==> src/rtl/cbq_pkg.sv <==
// Shared types and constants for the cascaded biquad filter.
// Holds the coefficient ROM, the tap and state codes, and the command struct.
// No dependencies.
package cbq_pkg;

  // Coefficient format Q2.30
  localparam int COEF_BITS    = 32;
  localparam int COEF_FRAC    = COEF_BITS - 2;
  localparam int ROM_SECTIONS = 6;
  localparam int TAPS         = 5;
  localparam int GUARD_BITS   = 8;   // internal Q9 vs sample Q1
  localparam int CNT_BITS     = 3;   // section_count register width
  localparam logic [CNT_BITS-1:0] CNT_RESET = 3'd6;

  // Multiply-accumulate step order within one section
  typedef enum logic [2:0] {
    TAP_B0,
    TAP_B1,
    TAP_B2,
    TAP_A1,
    TAP_A2
  } tap_t;

  typedef enum logic [2:0] {
    ST_IDLE,
    ST_LOAD,
    ST_MAC,
    ST_SAT,
    ST_PUSH
  } state_t;

  // Controller to datapath commands
  typedef struct packed {
    logic start;    // capture new sample, clear clip flag
    logic rd_en;    // read one history row
    logic load_h;   // take row entries from read data
    logic mac_en;   // one multiply-accumulate step
    tap_t tap;      // which product
    logic sat;      // finish section, write its history row
    logic push;     // write last row, load output register
    logic clear;    // invalidate all history rows
  } dp_cmd_t;

  // b0 b1 b2 -a1 -a2 per section, Q2.30, feedback terms already negated
  localparam logic signed [COEF_BITS-1:0] COEF_TABLE [ROM_SECTIONS][TAPS] = '{
    '{ 32'sd210461,     32'sd338536,      32'sd210461,
       32'sd1607938603, -32'sd622219884 },
    '{ 32'sd1073741824, 32'sd176633089,   32'sd1073741824,
       32'sd1545118458, -32'sd712101834 },
    '{ 32'sd1073741824, -32'sd635848703,  32'sd1073741824,
       32'sd1462886176, -32'sd832213075 },
    '{ 32'sd1073741824, -32'sd974407957,  32'sd1073741824,
       32'sd1398263089, -32'sd933259437 },
    '{ 32'sd1073741824, -32'sd1118597754, 32'sd1073741824,
       32'sd1363136151, -32'sd1003604186 },
    '{ 32'sd1073741824, -32'sd1173344639, 32'sd1073741824,
       32'sd1357796863, -32'sd1052613791 }
  };

  // Coefficient lookup; sections past the table are all zero
  function automatic logic signed [COEF_BITS-1:0] coef_rom(input logic [4:0] sec,
                                                          input tap_t tap);
    logic signed [COEF_BITS-1:0] c;
    c = '0;
    if (sec < 5'(ROM_SECTIONS) && tap <= TAP_A2) begin
      c = COEF_TABLE[sec[2:0]][tap];
    end
    return c;
  endfunction

endpackage

==> src/rtl/cascaded_biquad_iir_filter.sv <==
// One request at a time: in_stall stays high until the result of the last request
// has been loaded into the output register. The N sections in use (N = section
// count, clamped to MAX_SECTIONS) run in turn; each is five products on one
// shared multiplier plus a round, saturate and history write step.
// Reset (synchronous) sets the count to six and marks all history rows as zero
// through per-row valid bits; no clearing pass. A count write clears them too.
module cascaded_biquad_iir_filter #(
  parameter int MAX_SECTIONS = 7,
  parameter int SAMPLE_BITS  = 24
) (
  input  logic                           clk,
  input  logic                           rst,
  input  logic                           in_valid,
  output logic                           in_stall,
  input  logic signed [SAMPLE_BITS-1:0]  sample_in,
  output logic                           out_valid,
  input  logic                           out_stall,
  output logic signed [SAMPLE_BITS-1:0]  sample_out,
  output logic                           clipped,
  input  logic                           cfg_wr_en,
  input  logic [cbq_pkg::CNT_BITS-1:0]   cfg_wr_data
);

  localparam int SEC_W = $clog2(MAX_SECTIONS + 1);

  cbq_pkg::dp_cmd_t cmd;
  logic [SEC_W-1:0] rd_row;
  logic [SEC_W-1:0] sec;

  // Sequencer
  cbq_ctrl #(
    .MAX_SECTIONS(MAX_SECTIONS)
  ) u_ctrl (
    .clk        (clk),
    .rst        (rst),
    .in_valid   (in_valid),
    .in_stall   (in_stall),
    .out_valid  (out_valid),
    .out_stall  (out_stall),
    .cfg_wr_en  (cfg_wr_en),
    .cfg_wr_data(cfg_wr_data),
    .cmd        (cmd),
    .rd_row     (rd_row),
    .sec        (sec)
  );

  // History, MAC and output register
  cbq_datapath #(
    .SAMPLE_BITS (SAMPLE_BITS),
    .MAX_SECTIONS(MAX_SECTIONS)
  ) u_datapath (
    .clk       (clk),
    .rst       (rst),
    .cmd       (cmd),
    .rd_row    (rd_row),
    .sec       (sec),
    .sample_in (sample_in),
    .sample_out(sample_out),
    .clipped   (clipped)
  );

endmodule

==> src/rtl/cbq_datapath.sv <==
// Datapath of the cascaded biquad filter: history memory, shared MAC,
// saturation and output register. Uses cbq_pkg; driven by cbq_ctrl.
module cbq_datapath #(
  parameter int SAMPLE_BITS  = 24,
  parameter int MAX_SECTIONS = 7
) (
  input  logic                                     clk,
  input  logic                                     rst,
  input  cbq_pkg::dp_cmd_t                         cmd,
  input  logic [$clog2(MAX_SECTIONS+1)-1:0]        rd_row,
  input  logic [$clog2(MAX_SECTIONS+1)-1:0]        sec,
  input  logic signed [SAMPLE_BITS-1:0]            sample_in,
  output logic signed [SAMPLE_BITS-1:0]            sample_out,
  output logic                                     clipped
);

  localparam int ROWS   = MAX_SECTIONS + 1;
  localparam int INT_W  = SAMPLE_BITS + cbq_pkg::GUARD_BITS;
  localparam int PROD_W = INT_W + cbq_pkg::COEF_BITS;
  localparam int ACC_W  = PROD_W + 3;
  localparam int RES_W  = ACC_W - cbq_pkg::COEF_FRAC;
  localparam logic signed [ACC_W-1:0] BIAS =
    {{(ACC_W - cbq_pkg::COEF_FRAC){1'b0}}, 1'b1, {(cbq_pkg::COEF_FRAC - 1){1'b0}}};

  // History rows: {entry1, entry0}; entry2 of the model is never read
  logic [2*INT_W-1:0] hist [ROWS];
  logic [ROWS-1:0]    row_valid;
  logic [2*INT_W-1:0] rd_q;
  logic               rd_ok;

  logic signed [INT_W-1:0]  x;
  logic signed [INT_W-1:0]  h0;
  logic signed [INT_W-1:0]  h1;
  logic signed [INT_W-1:0]  rd_e0;
  logic signed [INT_W-1:0]  rd_e1;
  logic signed [INT_W-1:0]  mac_op;
  logic signed [cbq_pkg::COEF_BITS-1:0] mac_coef;
  logic signed [PROD_W-1:0] prod;
  logic signed [ACC_W-1:0]  acc;
  logic signed [ACC_W-1:0]  prod_ext;
  logic signed [ACC_W-1:0]  sum;
  logic signed [RES_W-1:0]  res;
  logic                     res_of;
  logic signed [INT_W-1:0]  res_sat;
  logic                     out_of;
  logic signed [SAMPLE_BITS-1:0] out_sat;
  logic                     clip;
  logic                     wr_en;

  // Rows not written since reset or a count change read as zero
  assign rd_e0 = rd_ok ? rd_q[INT_W-1:0] : '0;
  assign rd_e1 = rd_ok ? rd_q[2*INT_W-1:INT_W] : '0;
  assign wr_en = cmd.sat | cmd.push;

  // History memory, one write and one registered read per cycle
  always_ff @(posedge clk) begin
    if (wr_en) begin
      hist[sec] <= {h0, x};
    end
    if (cmd.rd_en) begin
      rd_q <= hist[rd_row];
    end
  end

  always_ff @(posedge clk) begin
    if (rst || cmd.clear) begin
      row_valid <= '0;
      rd_ok     <= 1'b0;
    end else begin
      if (wr_en) begin
        row_valid[sec] <= 1'b1;
      end
      if (cmd.rd_en) begin
        rd_ok <= row_valid[rd_row];
      end
    end
  end

  // Operand select for the shared multiplier
  always_comb begin
    case (cmd.tap)
      cbq_pkg::TAP_B0: mac_op = x;
      cbq_pkg::TAP_B1: mac_op = h0;
      cbq_pkg::TAP_B2: mac_op = h1;
      cbq_pkg::TAP_A1: mac_op = rd_e0;
      cbq_pkg::TAP_A2: mac_op = rd_e1;
      default:         mac_op = '0;
    endcase
  end

  assign mac_coef = cbq_pkg::coef_rom(5'(sec), cmd.tap);
  assign prod_ext = {{(ACC_W - PROD_W){prod[PROD_W-1]}}, prod};
  assign sum      = acc + prod_ext;

  // Round half up was folded in by the bias; floor-shift and saturate
  assign res     = sum[ACC_W-1:cbq_pkg::COEF_FRAC];
  assign res_of  = !((&res[RES_W-1:INT_W-1]) || !(|res[RES_W-1:INT_W-1]));
  assign res_sat = res_of ? (res[RES_W-1] ? {1'b1, {(INT_W-1){1'b0}}}
                                          : {1'b0, {(INT_W-1){1'b1}}})
                          : res[INT_W-1:0];

  // Final output saturation to sample width
  assign out_of  = !((&x[INT_W-1:SAMPLE_BITS-1]) || !(|x[INT_W-1:SAMPLE_BITS-1]));
  assign out_sat = out_of ? (x[INT_W-1] ? {1'b1, {(SAMPLE_BITS-1){1'b0}}}
                                        : {1'b0, {(SAMPLE_BITS-1){1'b1}}})
                          : x[SAMPLE_BITS-1:0];

  // Multiply and accumulate
  always_ff @(posedge clk) begin
    if (cmd.mac_en) begin
      prod <= mac_op * mac_coef;
      if (cmd.tap == cbq_pkg::TAP_B0) begin
        acc <= BIAS;
      end else begin
        acc <= sum;
      end
    end
  end

  // Section input, row entries and clip flag
  always_ff @(posedge clk) begin
    if (cmd.start) begin
      x <= {{cbq_pkg::GUARD_BITS{sample_in[SAMPLE_BITS-1]}}, sample_in};
    end else if (cmd.sat) begin
      x <= res_sat;
    end
    if (cmd.load_h) begin
      h0 <= rd_e0;
      h1 <= rd_e1;
    end
  end

  always_ff @(posedge clk) begin
    if (rst) begin
      clip <= 1'b0;
    end else if (cmd.start) begin
      clip <= 1'b0;
    end else if (cmd.sat) begin
      clip <= clip | res_of;
    end
  end

  // Output register
  always_ff @(posedge clk) begin
    if (cmd.push) begin
      sample_out <= out_sat;
      clipped    <= clip | out_of;
    end
  end

endmodule

==> src/rtl/cbq_ctrl.sv <==
// Controller of the cascaded biquad filter: sequences sections and MAC taps,
// holds the section count and the output valid. Uses cbq_pkg.
module cbq_ctrl #(
  parameter int MAX_SECTIONS = 7
) (
  input  logic                                clk,
  input  logic                                rst,
  input  logic                                in_valid,
  output logic                                in_stall,
  output logic                                out_valid,
  input  logic                                out_stall,
  input  logic                                cfg_wr_en,
  input  logic [cbq_pkg::CNT_BITS-1:0]        cfg_wr_data,
  output cbq_pkg::dp_cmd_t                    cmd,
  output logic [$clog2(MAX_SECTIONS+1)-1:0]   rd_row,
  output logic [$clog2(MAX_SECTIONS+1)-1:0]   sec
);

  localparam int SEC_W = $clog2(MAX_SECTIONS + 1);

  cbq_pkg::state_t state, state_next;
  cbq_pkg::tap_t   tap;
  logic [cbq_pkg::CNT_BITS-1:0] section_count;
  logic [SEC_W-1:0] used;
  logic [SEC_W-1:0] sec_inc;
  logic             out_free;

  // Count above the maximum is clamped
  assign used = (32'(section_count) > 32'(MAX_SECTIONS)) ? SEC_W'(MAX_SECTIONS)
                                                         : SEC_W'(section_count);
  assign sec_inc  = sec + SEC_W'(1);
  assign out_free = !out_valid || !out_stall;
  assign in_stall = (state != cbq_pkg::ST_IDLE);

  // Next state
  always_comb begin
    state_next = state;
    case (state)
      cbq_pkg::ST_IDLE: if (in_valid) begin
        state_next = cbq_pkg::ST_LOAD;
      end
      cbq_pkg::ST_LOAD: begin
        state_next = (used == '0) ? cbq_pkg::ST_PUSH : cbq_pkg::ST_MAC;
      end
      cbq_pkg::ST_MAC: if (tap == cbq_pkg::TAP_A2) begin
        state_next = cbq_pkg::ST_SAT;
      end
      cbq_pkg::ST_SAT: begin
        state_next = (sec_inc == used) ? cbq_pkg::ST_PUSH : cbq_pkg::ST_MAC;
      end
      cbq_pkg::ST_PUSH: if (out_free) begin
        state_next = cbq_pkg::ST_IDLE;
      end
      default: state_next = cbq_pkg::ST_IDLE;
    endcase
  end

  // Datapath commands
  always_comb begin
    cmd        = '0;
    cmd.tap    = tap;
    cmd.clear  = cfg_wr_en;
    rd_row     = '0;
    case (state)
      cbq_pkg::ST_IDLE: begin
        cmd.start = in_valid;
        cmd.rd_en = in_valid;
      end
      cbq_pkg::ST_LOAD: begin
        cmd.load_h = 1'b1;
        cmd.rd_en  = (used != '0);
        rd_row     = SEC_W'(1);
      end
      cbq_pkg::ST_MAC: begin
        cmd.mac_en = 1'b1;
      end
      cbq_pkg::ST_SAT: begin
        cmd.sat    = 1'b1;
        cmd.load_h = 1'b1;
        cmd.rd_en  = (sec_inc != used);
        rd_row     = sec + SEC_W'(2);
      end
      cbq_pkg::ST_PUSH: begin
        cmd.push = out_free;
      end
      default: cmd = '0;
    endcase
  end

  // State, counters and section count register
  always_ff @(posedge clk) begin
    if (rst) begin
      state         <= cbq_pkg::ST_IDLE;
      tap           <= cbq_pkg::TAP_B0;
      sec           <= '0;
      section_count <= cbq_pkg::CNT_RESET;
      out_valid     <= 1'b0;
    end else begin
      state <= state_next;
      if (cfg_wr_en) begin
        section_count <= cfg_wr_data;
      end
      if (state == cbq_pkg::ST_IDLE) begin
        sec <= '0;
      end else if (state == cbq_pkg::ST_SAT) begin
        sec <= sec_inc;
      end
      if (state == cbq_pkg::ST_MAC && tap != cbq_pkg::TAP_A2) begin
        tap <= cbq_pkg::tap_t'(tap + 3'd1);
      end else begin
        tap <= cbq_pkg::TAP_B0;
      end
      if (cmd.push) begin
        out_valid <= 1'b1;
      end else if (!out_stall) begin
        out_valid <= 1'b0;
      end
    end
  end

  // Output register is never overwritten while a result waits
  a_push_free: assert property (@(posedge clk) disable iff (rst)
    cmd.push |-> !(out_valid && out_stall))
    else $error("result loaded over a stalled result");

  // An accepted request starts with the row fetch
  a_accept_load: assert property (@(posedge clk) disable iff (rst)
    (in_valid && !in_stall) |=> (state == cbq_pkg::ST_LOAD))
    else $error("accepted request did not start");

  // A section finishes only after its last tap
  a_sat_after_taps: assert property (@(posedge clk) disable iff (rst)
    (state == cbq_pkg::ST_SAT) |-> ($past(state) == cbq_pkg::ST_MAC &&
                                    $past(tap) == cbq_pkg::TAP_A2))
    else $error("section finished early");

  // A result appears only from the push step
  a_valid_from_push: assert property (@(posedge clk) disable iff (rst)
    $rose(out_valid) |-> ($past(state) == cbq_pkg::ST_PUSH))
    else $error("output valid without push");

endmodule
==> config.mk <==
export PLATFORM = sky130hd
export DESIGN_NAME = cascaded_biquad_iir_filter
export DESIGN_NICKNAME = d
export VERILOG_FILES = /design/src/rtl/cbq_pkg.sv /design/src/rtl/cascaded_biquad_iir_filter.sv /design/src/rtl/cbq_datapath.sv /design/src/rtl/cbq_ctrl.sv
export SDC_FILE = /design/constraint.sdc
export NUM_CORES = 2
export LEC_CHECK = 0
export ABC_AREA = 1
export ABC_CLOCK_PERIOD_IN_PS = 9290
export BUFFER_PORTS_ARGS = -buffer_cell sky130_fd_sc_hd__buf_2
export CAP_MARGIN = 20
export CORE_UTILIZATION = 50
export CTS_CLUSTER_SIZE = 24
export DETAILED_ROUTE_END_ITERATION = 7
export GPL_ROUTABILITY_DRIVEN = 0
export PLACE_DENSITY = 0.76
export SLEW_MARGIN = 20
export SYNTH_ARGS = -nofsm -noshare
export SYNTH_HDL_FRONTEND = slang
export SYNTH_SLANG_ARGS = --single-unit
export TNS_END_PERCENT = 5
==> constraint.sdc <==
create_clock -name clk -period 9.29 [get_ports clk]
set_input_delay 0.929 -clock clk [delete_from_list [all_inputs] [get_ports clk]]
set_output_delay 0.929 -clock clk [all_outputs]
set_load 0.01 [all_outputs]
# Yosys cells after proc, flatten, opt, wreduce, memory -nomap -nowiden
# Memories as Yosys holds them, arrays and structs flattened. A register that Yosys moved wholly into a read port is not among the register bits.
# Cells that the tools add are included.
# W data, S select, Z words.
totals:
  word_cells: 119
  inputBits: 32
  romBits: 1280
  n_memories: 2
  ram_bits: 512
  ff_bits: 275
  out_inout_bits: 27
classes:
  magnitude_cmp: 7
  multipliers: 1
  addsub: 4
  eq_ne: 16
  bitwise_logic: 7
  n_reduce_logical: 29
  mux: 38
mem_list:
  columns: ["name", "depth", "width", "read_ports", "rd_ports_with_merged_regs", "wr", "line", "text"]
  rows:
  - ["(name not given)", 8, 160, 1, 0, 0, "cbq_pkg.sv:66", "c = COEF_TABLE[sec[2:0]][tap];"]
  - ["u_datapath.hist", 8, 64, 1, 1, 1, "cbq_datapath.sv:26", "logic [2*INT_W-1:0] hist [ROWS];"]
op_table:
  columns: ["operator", "count"]
  rows:
  - ["$mux W160", 2]
  - ["$mux W32", 9]
  - ["$pmux W32 S5", 1]
  - ["$bmux W32 S3", 1]
  - ["$add A67 B64 Y67", 1]
  - ["$mul A32 B32 Y64", 1]
  - ["$mux W24", 2]
  - ["$mux W3", 6]
  - ["$pmux W3 S5", 1]
  - ["$eq A3 B2 Y1 const B", 4]
  - ["$mux W1", 12]
  - ["$eq A3 B3 Y1 const B", 3]
  - ["$logic_not A3 Y1", 3]
  - ["$reduce_and A9 Y1", 1]
  - ["$reduce_or A9 Y1", 1]
  - ["$ge A4 B4 Y1 const B", 2]
  - ["$lt A3 B4 Y1 const B", 2]
  - ["$not A3 Y4", 2]
  - ["$or A8 B8 Y8", 1]
  - ["$reduce_or A2 Y1", 4]
  - ["$add A3 B1 Y3 const B", 2]
  - ["$eq A3 B1 Y1 const B", 2]
  - ["$logic_not A1 Y1", 6]
  - ["$ne A2 B1 Y1 const B", 3]
  - ["other kinds (22)", 30]

# Logic depth before layout (Yosys ltp)
depth:
  word_depth: 9
  depth_mapped: 44
  ltp_nobuf: 42

# By module
# A second synthesis with hierarchy kept.
hier_totals:
  cells_unflattened: 8012
  hier_area_um2: 75005.7
modules_own_cells:
  columns: ["mod", "seq_area_each_um2", "area_each_um2", "instances", "cells_per_inst"]
  rows:
  - ["cbq_datapath", 25064.0, 74273.7, 1, 7906]
  - ["cbq_ctrl", 260.2, 732.0, 1, 106]

# Least setup slack after synthesis
# OpenSTA, ideal clock, no wires.
synth_timing:
  path_kind: "reg2reg"
  start: "reg u_ctrl.sec[2]"
  end: "reg u_datapath.prod[60] (data pin)"
  required_ps: 9024
  path_stages_with_launch: 32
  n_path_buf: 2
  period_less_slack_ps: 8496
  path_slack_ps: 794
  t_arrival_ps: 8230
  setup_time_ps: 266
  cell_sequence: "dfxtp_1 -> buf_2 -> clkinv_1 -> ha_1 -> or2_2 -> nand2_1 -> o21ai_0 -> o21ai_0 -> nand2_1 -> inv_2 -> buf_4 -> nand2_1 -> fa_1 -> fa_1 -> inv_1 -> fa_1 -> fa_1 -> inv_1 -> fa_1 -> inv_1 -> fa_1 -> inv_1 -> fa_1 -> fa_1 -> inv_1 -> ha_1 -> a21oi_1 -> o21ai_0 -> o21bai_1 -> a221oi_1 -> o221ai_1 -> xor2_1"
synth_via:
  elab_chain_len: 9
  elab_cells_between_ends: 11
  cone_classes: "mul (1); order compare (1); mux (6); bitwise (1); reduce/logical (1); memory (1)"
synth_lines:
  columns: ["element", "line", "text"]
  rows:
  - ["from (decl)", "cbq_ctrl.sv:16", "output logic [$clog2(MAX_SECTIONS+1)-1:0] sec"]
  - ["from (signal assigned)", "cbq_ctrl.sv:106", "sec <= sec_inc;"]
  - ["$not A3 Y4 (implied by the code)", "cbq_pkg.sv:66", null]
  - ["$mem_v2 Z8 W160", null, null]
  - ["$mux W160 (implied by the code) (2 in series)", "cbq_pkg.sv:66", null]
  - ["$bmux W32 S3", "cbq_pkg.sv:66", null]
  - ["$mux W32 (implied by the code) (2 in series)", "cbq_pkg.sv:66", null]
  - ["$mux W32 *", "cbq_pkg.sv:65", "if (sec < 5'(ROM_SECTIONS) && tap <= TAP_A2) begin"]
  - ["$mul A32 B32 Y64 *", "cbq_datapath.sv:111", "prod <= mac_op * mac_coef;"]
  - ["to (signal assigned)", "cbq_datapath.sv:111", null]
  - ["to (decl)", "cbq_datapath.sv:38", "logic signed [PROD_W-1:0] prod;"]
# Every way passes the cells marked *; elsewhere a longest branch is shown, timed or not. The select of a mux whose other input is x is not followed.
# A chain may end at the register's enable or synchronous reset.

# Final worst setup path
layout_timing:
  start: "reg u_ctrl.state[1]"
  end: "reg u_datapath.prod[63] (data pin)"
layout_via:
  elab_chain_len: 9
  elab_cells_between_ends: 21
  cone_classes: "mul (1); order compare (1); eq/ne (8); mux (6); bitwise (1); reduce/logical (4)"
layout_lines:
  columns: ["element", "line", "text"]
  rows:
  - ["from (decl)", "cbq_ctrl.sv:21", "cbq_pkg::state_t state, state_next;"]
  - ["from (signal assigned)", "cbq_ctrl.sv:93", "state <= cbq_pkg::ST_IDLE;"]
  - ["from (signal assigned)", "cbq_ctrl.sv:99", "state <= state_next;"]
  - ["$eq A3 B1 Y1, or another cell as far along", "cbq_ctrl.sv:64", "case (state)"]
  - ["$reduce_or A5 Y1 (no line) *", null, null]
  - ["$mux W3 *", "cbq_ctrl.sv:64", null]
  - ["$not A3 Y4 (implied by the code)", "cbq_pkg.sv:66", null]
  - ["$bmux W32 S3", "cbq_pkg.sv:66", null]
  - ["$mux W32 (implied by the code) (2 in series)", "cbq_pkg.sv:66", null]
  - ["$mux W32", "cbq_pkg.sv:65", null]
  - ["$mul A32 B32 Y64 *", "cbq_datapath.sv:111", null]
# Marks and branches as above.

==> flow_summary.toml <==
[status]
status = "finished with violations"
violations = "DRC"

[timing]
hold_violations = 0
fmax_ghz = 0.109
final.min_clock_period_ps = 9200
worstMarginPinSlew_ps = 1150
max_slew_margin = 0.232
fin_skew_ps = 46.4
slew_viol_final = 0
setup_tns_ps = 0
period_share = 0.990
setup_viol = 0
rsz0062_at_grt = "true"

[setup_path]
crit_fanout = 18
r2r_cells = 35
end_kind = "register"
arrival_ps = 9590
cp_common_cell = "fa_1"
critPathLaunchType = "register"
slowest_delay_ps = 650
crit_slowest_cell = "fa_1"
crit_type = "reg2reg"
required_ps = 9690

[clock_network]
cts_made_buffers = 78
cts_tree = "yes"
clk_pin_slew_ps = 70
ctsHoldBuffers = 0
clk_path_buf_depth = 3
clock-root-buffer = "clkbuf_16"
cts_sinks = 851
htree_levels = 3
clock_latency_ps = 660

[detailed_routing]
avgRoutedWirePerCell_um = 22.2
ant_nets = 0
viasPerCell = 5.74
vias = 58200
drtIter0Drc = 7464
drt_first_pass_iters = 8
drcViolationCount = 2
wirelength_mm = 225

[grt]
grt_max_degree = 108
grt_pass1_vias = 59200
antenna_found_initial = 7
grt_pass1_wl_mm = 345
gr-total-overflow = 0
grtUsageTotal = 0.299

[logic_synthesis]
synth-edff-count = 828
yosys.area_share.simple = 0.151
yosys.area_share.adder = 0.333
syn_area_sq_mm = 0.0754
ys_seq_elements = 851
synth_ff_type = "edfxtp_1"
yosysUniqueCellTypes = 60
synth_compound_area_frac = 0.0686
avgSynthCellArea_sq_um = 9.44
syn_inst = 7988
async_reset_ff_frac = 0
synth_nets = 9376
synth_top_family_by_area = "adder cells"
ys_warn_count = 0
synth_xor_area_frac = 0.0127
synthMuxAreaShare = 0
yosysSeqAreaShare = 0.336

[floorplan]
start_util = 0.503
die_area_sq_mm = 0.152
core_area_sq_mm = 0.150
row_count = 142
pin_count = 59
fp.dieW_um = 390
floorplan.die.height_um = 390

[final_layout]
drive_gt1_frac = 0.0733
regArea_sq_mm = 0.0253
syn_to_final_growth_pct = 8.34
fin_nets = 9448
multi_input_area_sq_mm = 0.0429
fillCellCount = 12600

[run]
max_cap_violations = 0

[hold_path]
hp-class = "reg2reg"
min_path_cells = 1

[place]
port_buffers = 58
hpwl_mm = 170
==> layer usage <==
layer	track usage	up-vias	wire, um
met5	0	-	202
met4	0.172	14	15500
met3	0.0751	826	29100
met2	0.459	3969	101000
met1	0.386	28500	79100
li1	-	24900	-
==> sequential cells by signal, indices dropped and copies added, names as in the netlist, 3 cells and up <==
name,count
u_datapath.acc,67
u_ctrl.tap,3
u_datapath.row_valid,8
u_datapath.h1,32
u_datapath.x,32
u_ctrl.section_count,3
u_datapath.prod,64
u_ctrl.state,3
u_datapath.hist,512
u_datapath.rd_q,64
u_ctrl.sec,3
u_datapath.sample_out,24
u_datapath.h0,32
==> what timing repair did <==
action	4_1_cts	5_1_grt
endpoints found under the setup margin	4	31
gates resized for setup	8	75
setup buffers	0	22
pin swaps	0	5
==> path summary, 6_finish.rpt <==
path | slack, ps | startpoint | endpoint
setup / recovery | 90 | u_ctrl.state[1]$_SDFFE_PP0P_ | u_datapath.prod[63]$_DFFE_PP_
hold / removal | 470 | u_ctrl.tap[0]$_SDFF_PP0_ | u_ctrl.tap[0]$_SDFF_PP0_
setup reg to reg | 90 | u_ctrl.state[1]$_SDFFE_PP0P_ | u_datapath.prod[63]$_DFFE_PP_
hold reg to reg | 470 | u_ctrl.tap[0]$_SDFF_PP0_ | u_ctrl.tap[0]$_SDFF_PP0_
==> cells in the mapped netlist, types with 23 or more instances <==
library cell	number	share of area
a21oi_1	185	0.012
fa_1	1083	0.29
o21ai_0	402	0.027
ha_1	273	0.045
nor3_1	24	0.0016
clkbuf_1	121	0.0060
nand2_1	1384	0.069
buf_4	40	0.0040
a31oi_1	87	0.0072
dfxtp_1	23	0.0061
nor2_1	1306	0.065
inv_1	1497	0.075
edfxtp_1	828	0.33
nand3_1	91	0.0060
xnor2_1	40	0.0046
o22ai_1	98	0.0081
buf_2	134	0.0089
xor2_1	69	0.0080
inv_2	39	0.0019
==> cell families after synthesis <==
| group | count (synthesis) |
|---|---|
| AOI/OAI and AO/OA | 909 |
| xor gates and xnor gates | 109 |
| adders and majority gates | 1356 |
| buffers and inverters | 1863 |
| DFF | 851 |
| and+or+nand+nor | 2900 |
==> stage by stage <==
stage / std cells / util / cell area [sq um] / hold WS (ps) / setup slack (ps)
floorplan: 7988 / - / 75400 / 430 / 794
global route: 10100 / 0.545 / 81700 / 489 / -110
global placement: 9974 / 0.526 / 78700 / 445 / -94.4
CTS: 10100 / 0.543 / 81300 / 469 / 16.9
finish: 10100 / 0.545 / 81700 / 470 / 92.9
detailed placement: 9974 / 0.526 / 78700 / 454 / -297
==> worst max-delay path: cells and delay by family, from the launching register on <==
kind | cells | cell delay (ps)
adder cells (fa/ha/maj) | 9 | 4460
flip-flops | 1 | 430
XOR/XNOR | 1 | 160
AND/OR/NAND/NOR | 8 | 990
buffers and inverters | 10 | 1410
AO/OA/AOI/OAI | 7 | 1450
==> placed cells by master, fill, tap and decap left out, types with 15 or more instances in the layout <==
cell type and n:
nor2_1 1281, nor2_4 24, o22ai_1 98, ha_1 268
inv_2 36, nor2_2 23, o21bai_1 18, xnor2_1 40
nand2_1 1381, a31oi_1 86, buf_4 218, a21oi_1 181
xor2_1 68, buf_2 58, clkinv_1 21, clkbuf_1 15
o21ai_0 399, buf_12 25, inv_1 1483, fa_1 1078
nand2_2 16, clkbuf_16 78, dfxtp_1 22, edfxtp_1 828
nor3_1 24, a21o_1 16, nand4_1 15, a22oi_1 17
nand3_1 87
==> layout make-up <==
type / instances / area share
timing repair buffer: 311 / 0.0311
multi-input combinational: 5274 / 0.525
clock buffer: 93 / 0.0246
inverter: 1544 / 0.0718
tap: 2016 / 0.0309
sequential: 851 / 0.310
antenna: 1 / 0.0000306
clock inverter: 44 / 0.00617
Power is not shown: default switching activity piles up to over one toggle a cycle in this logic, so the estimate is an artifact.
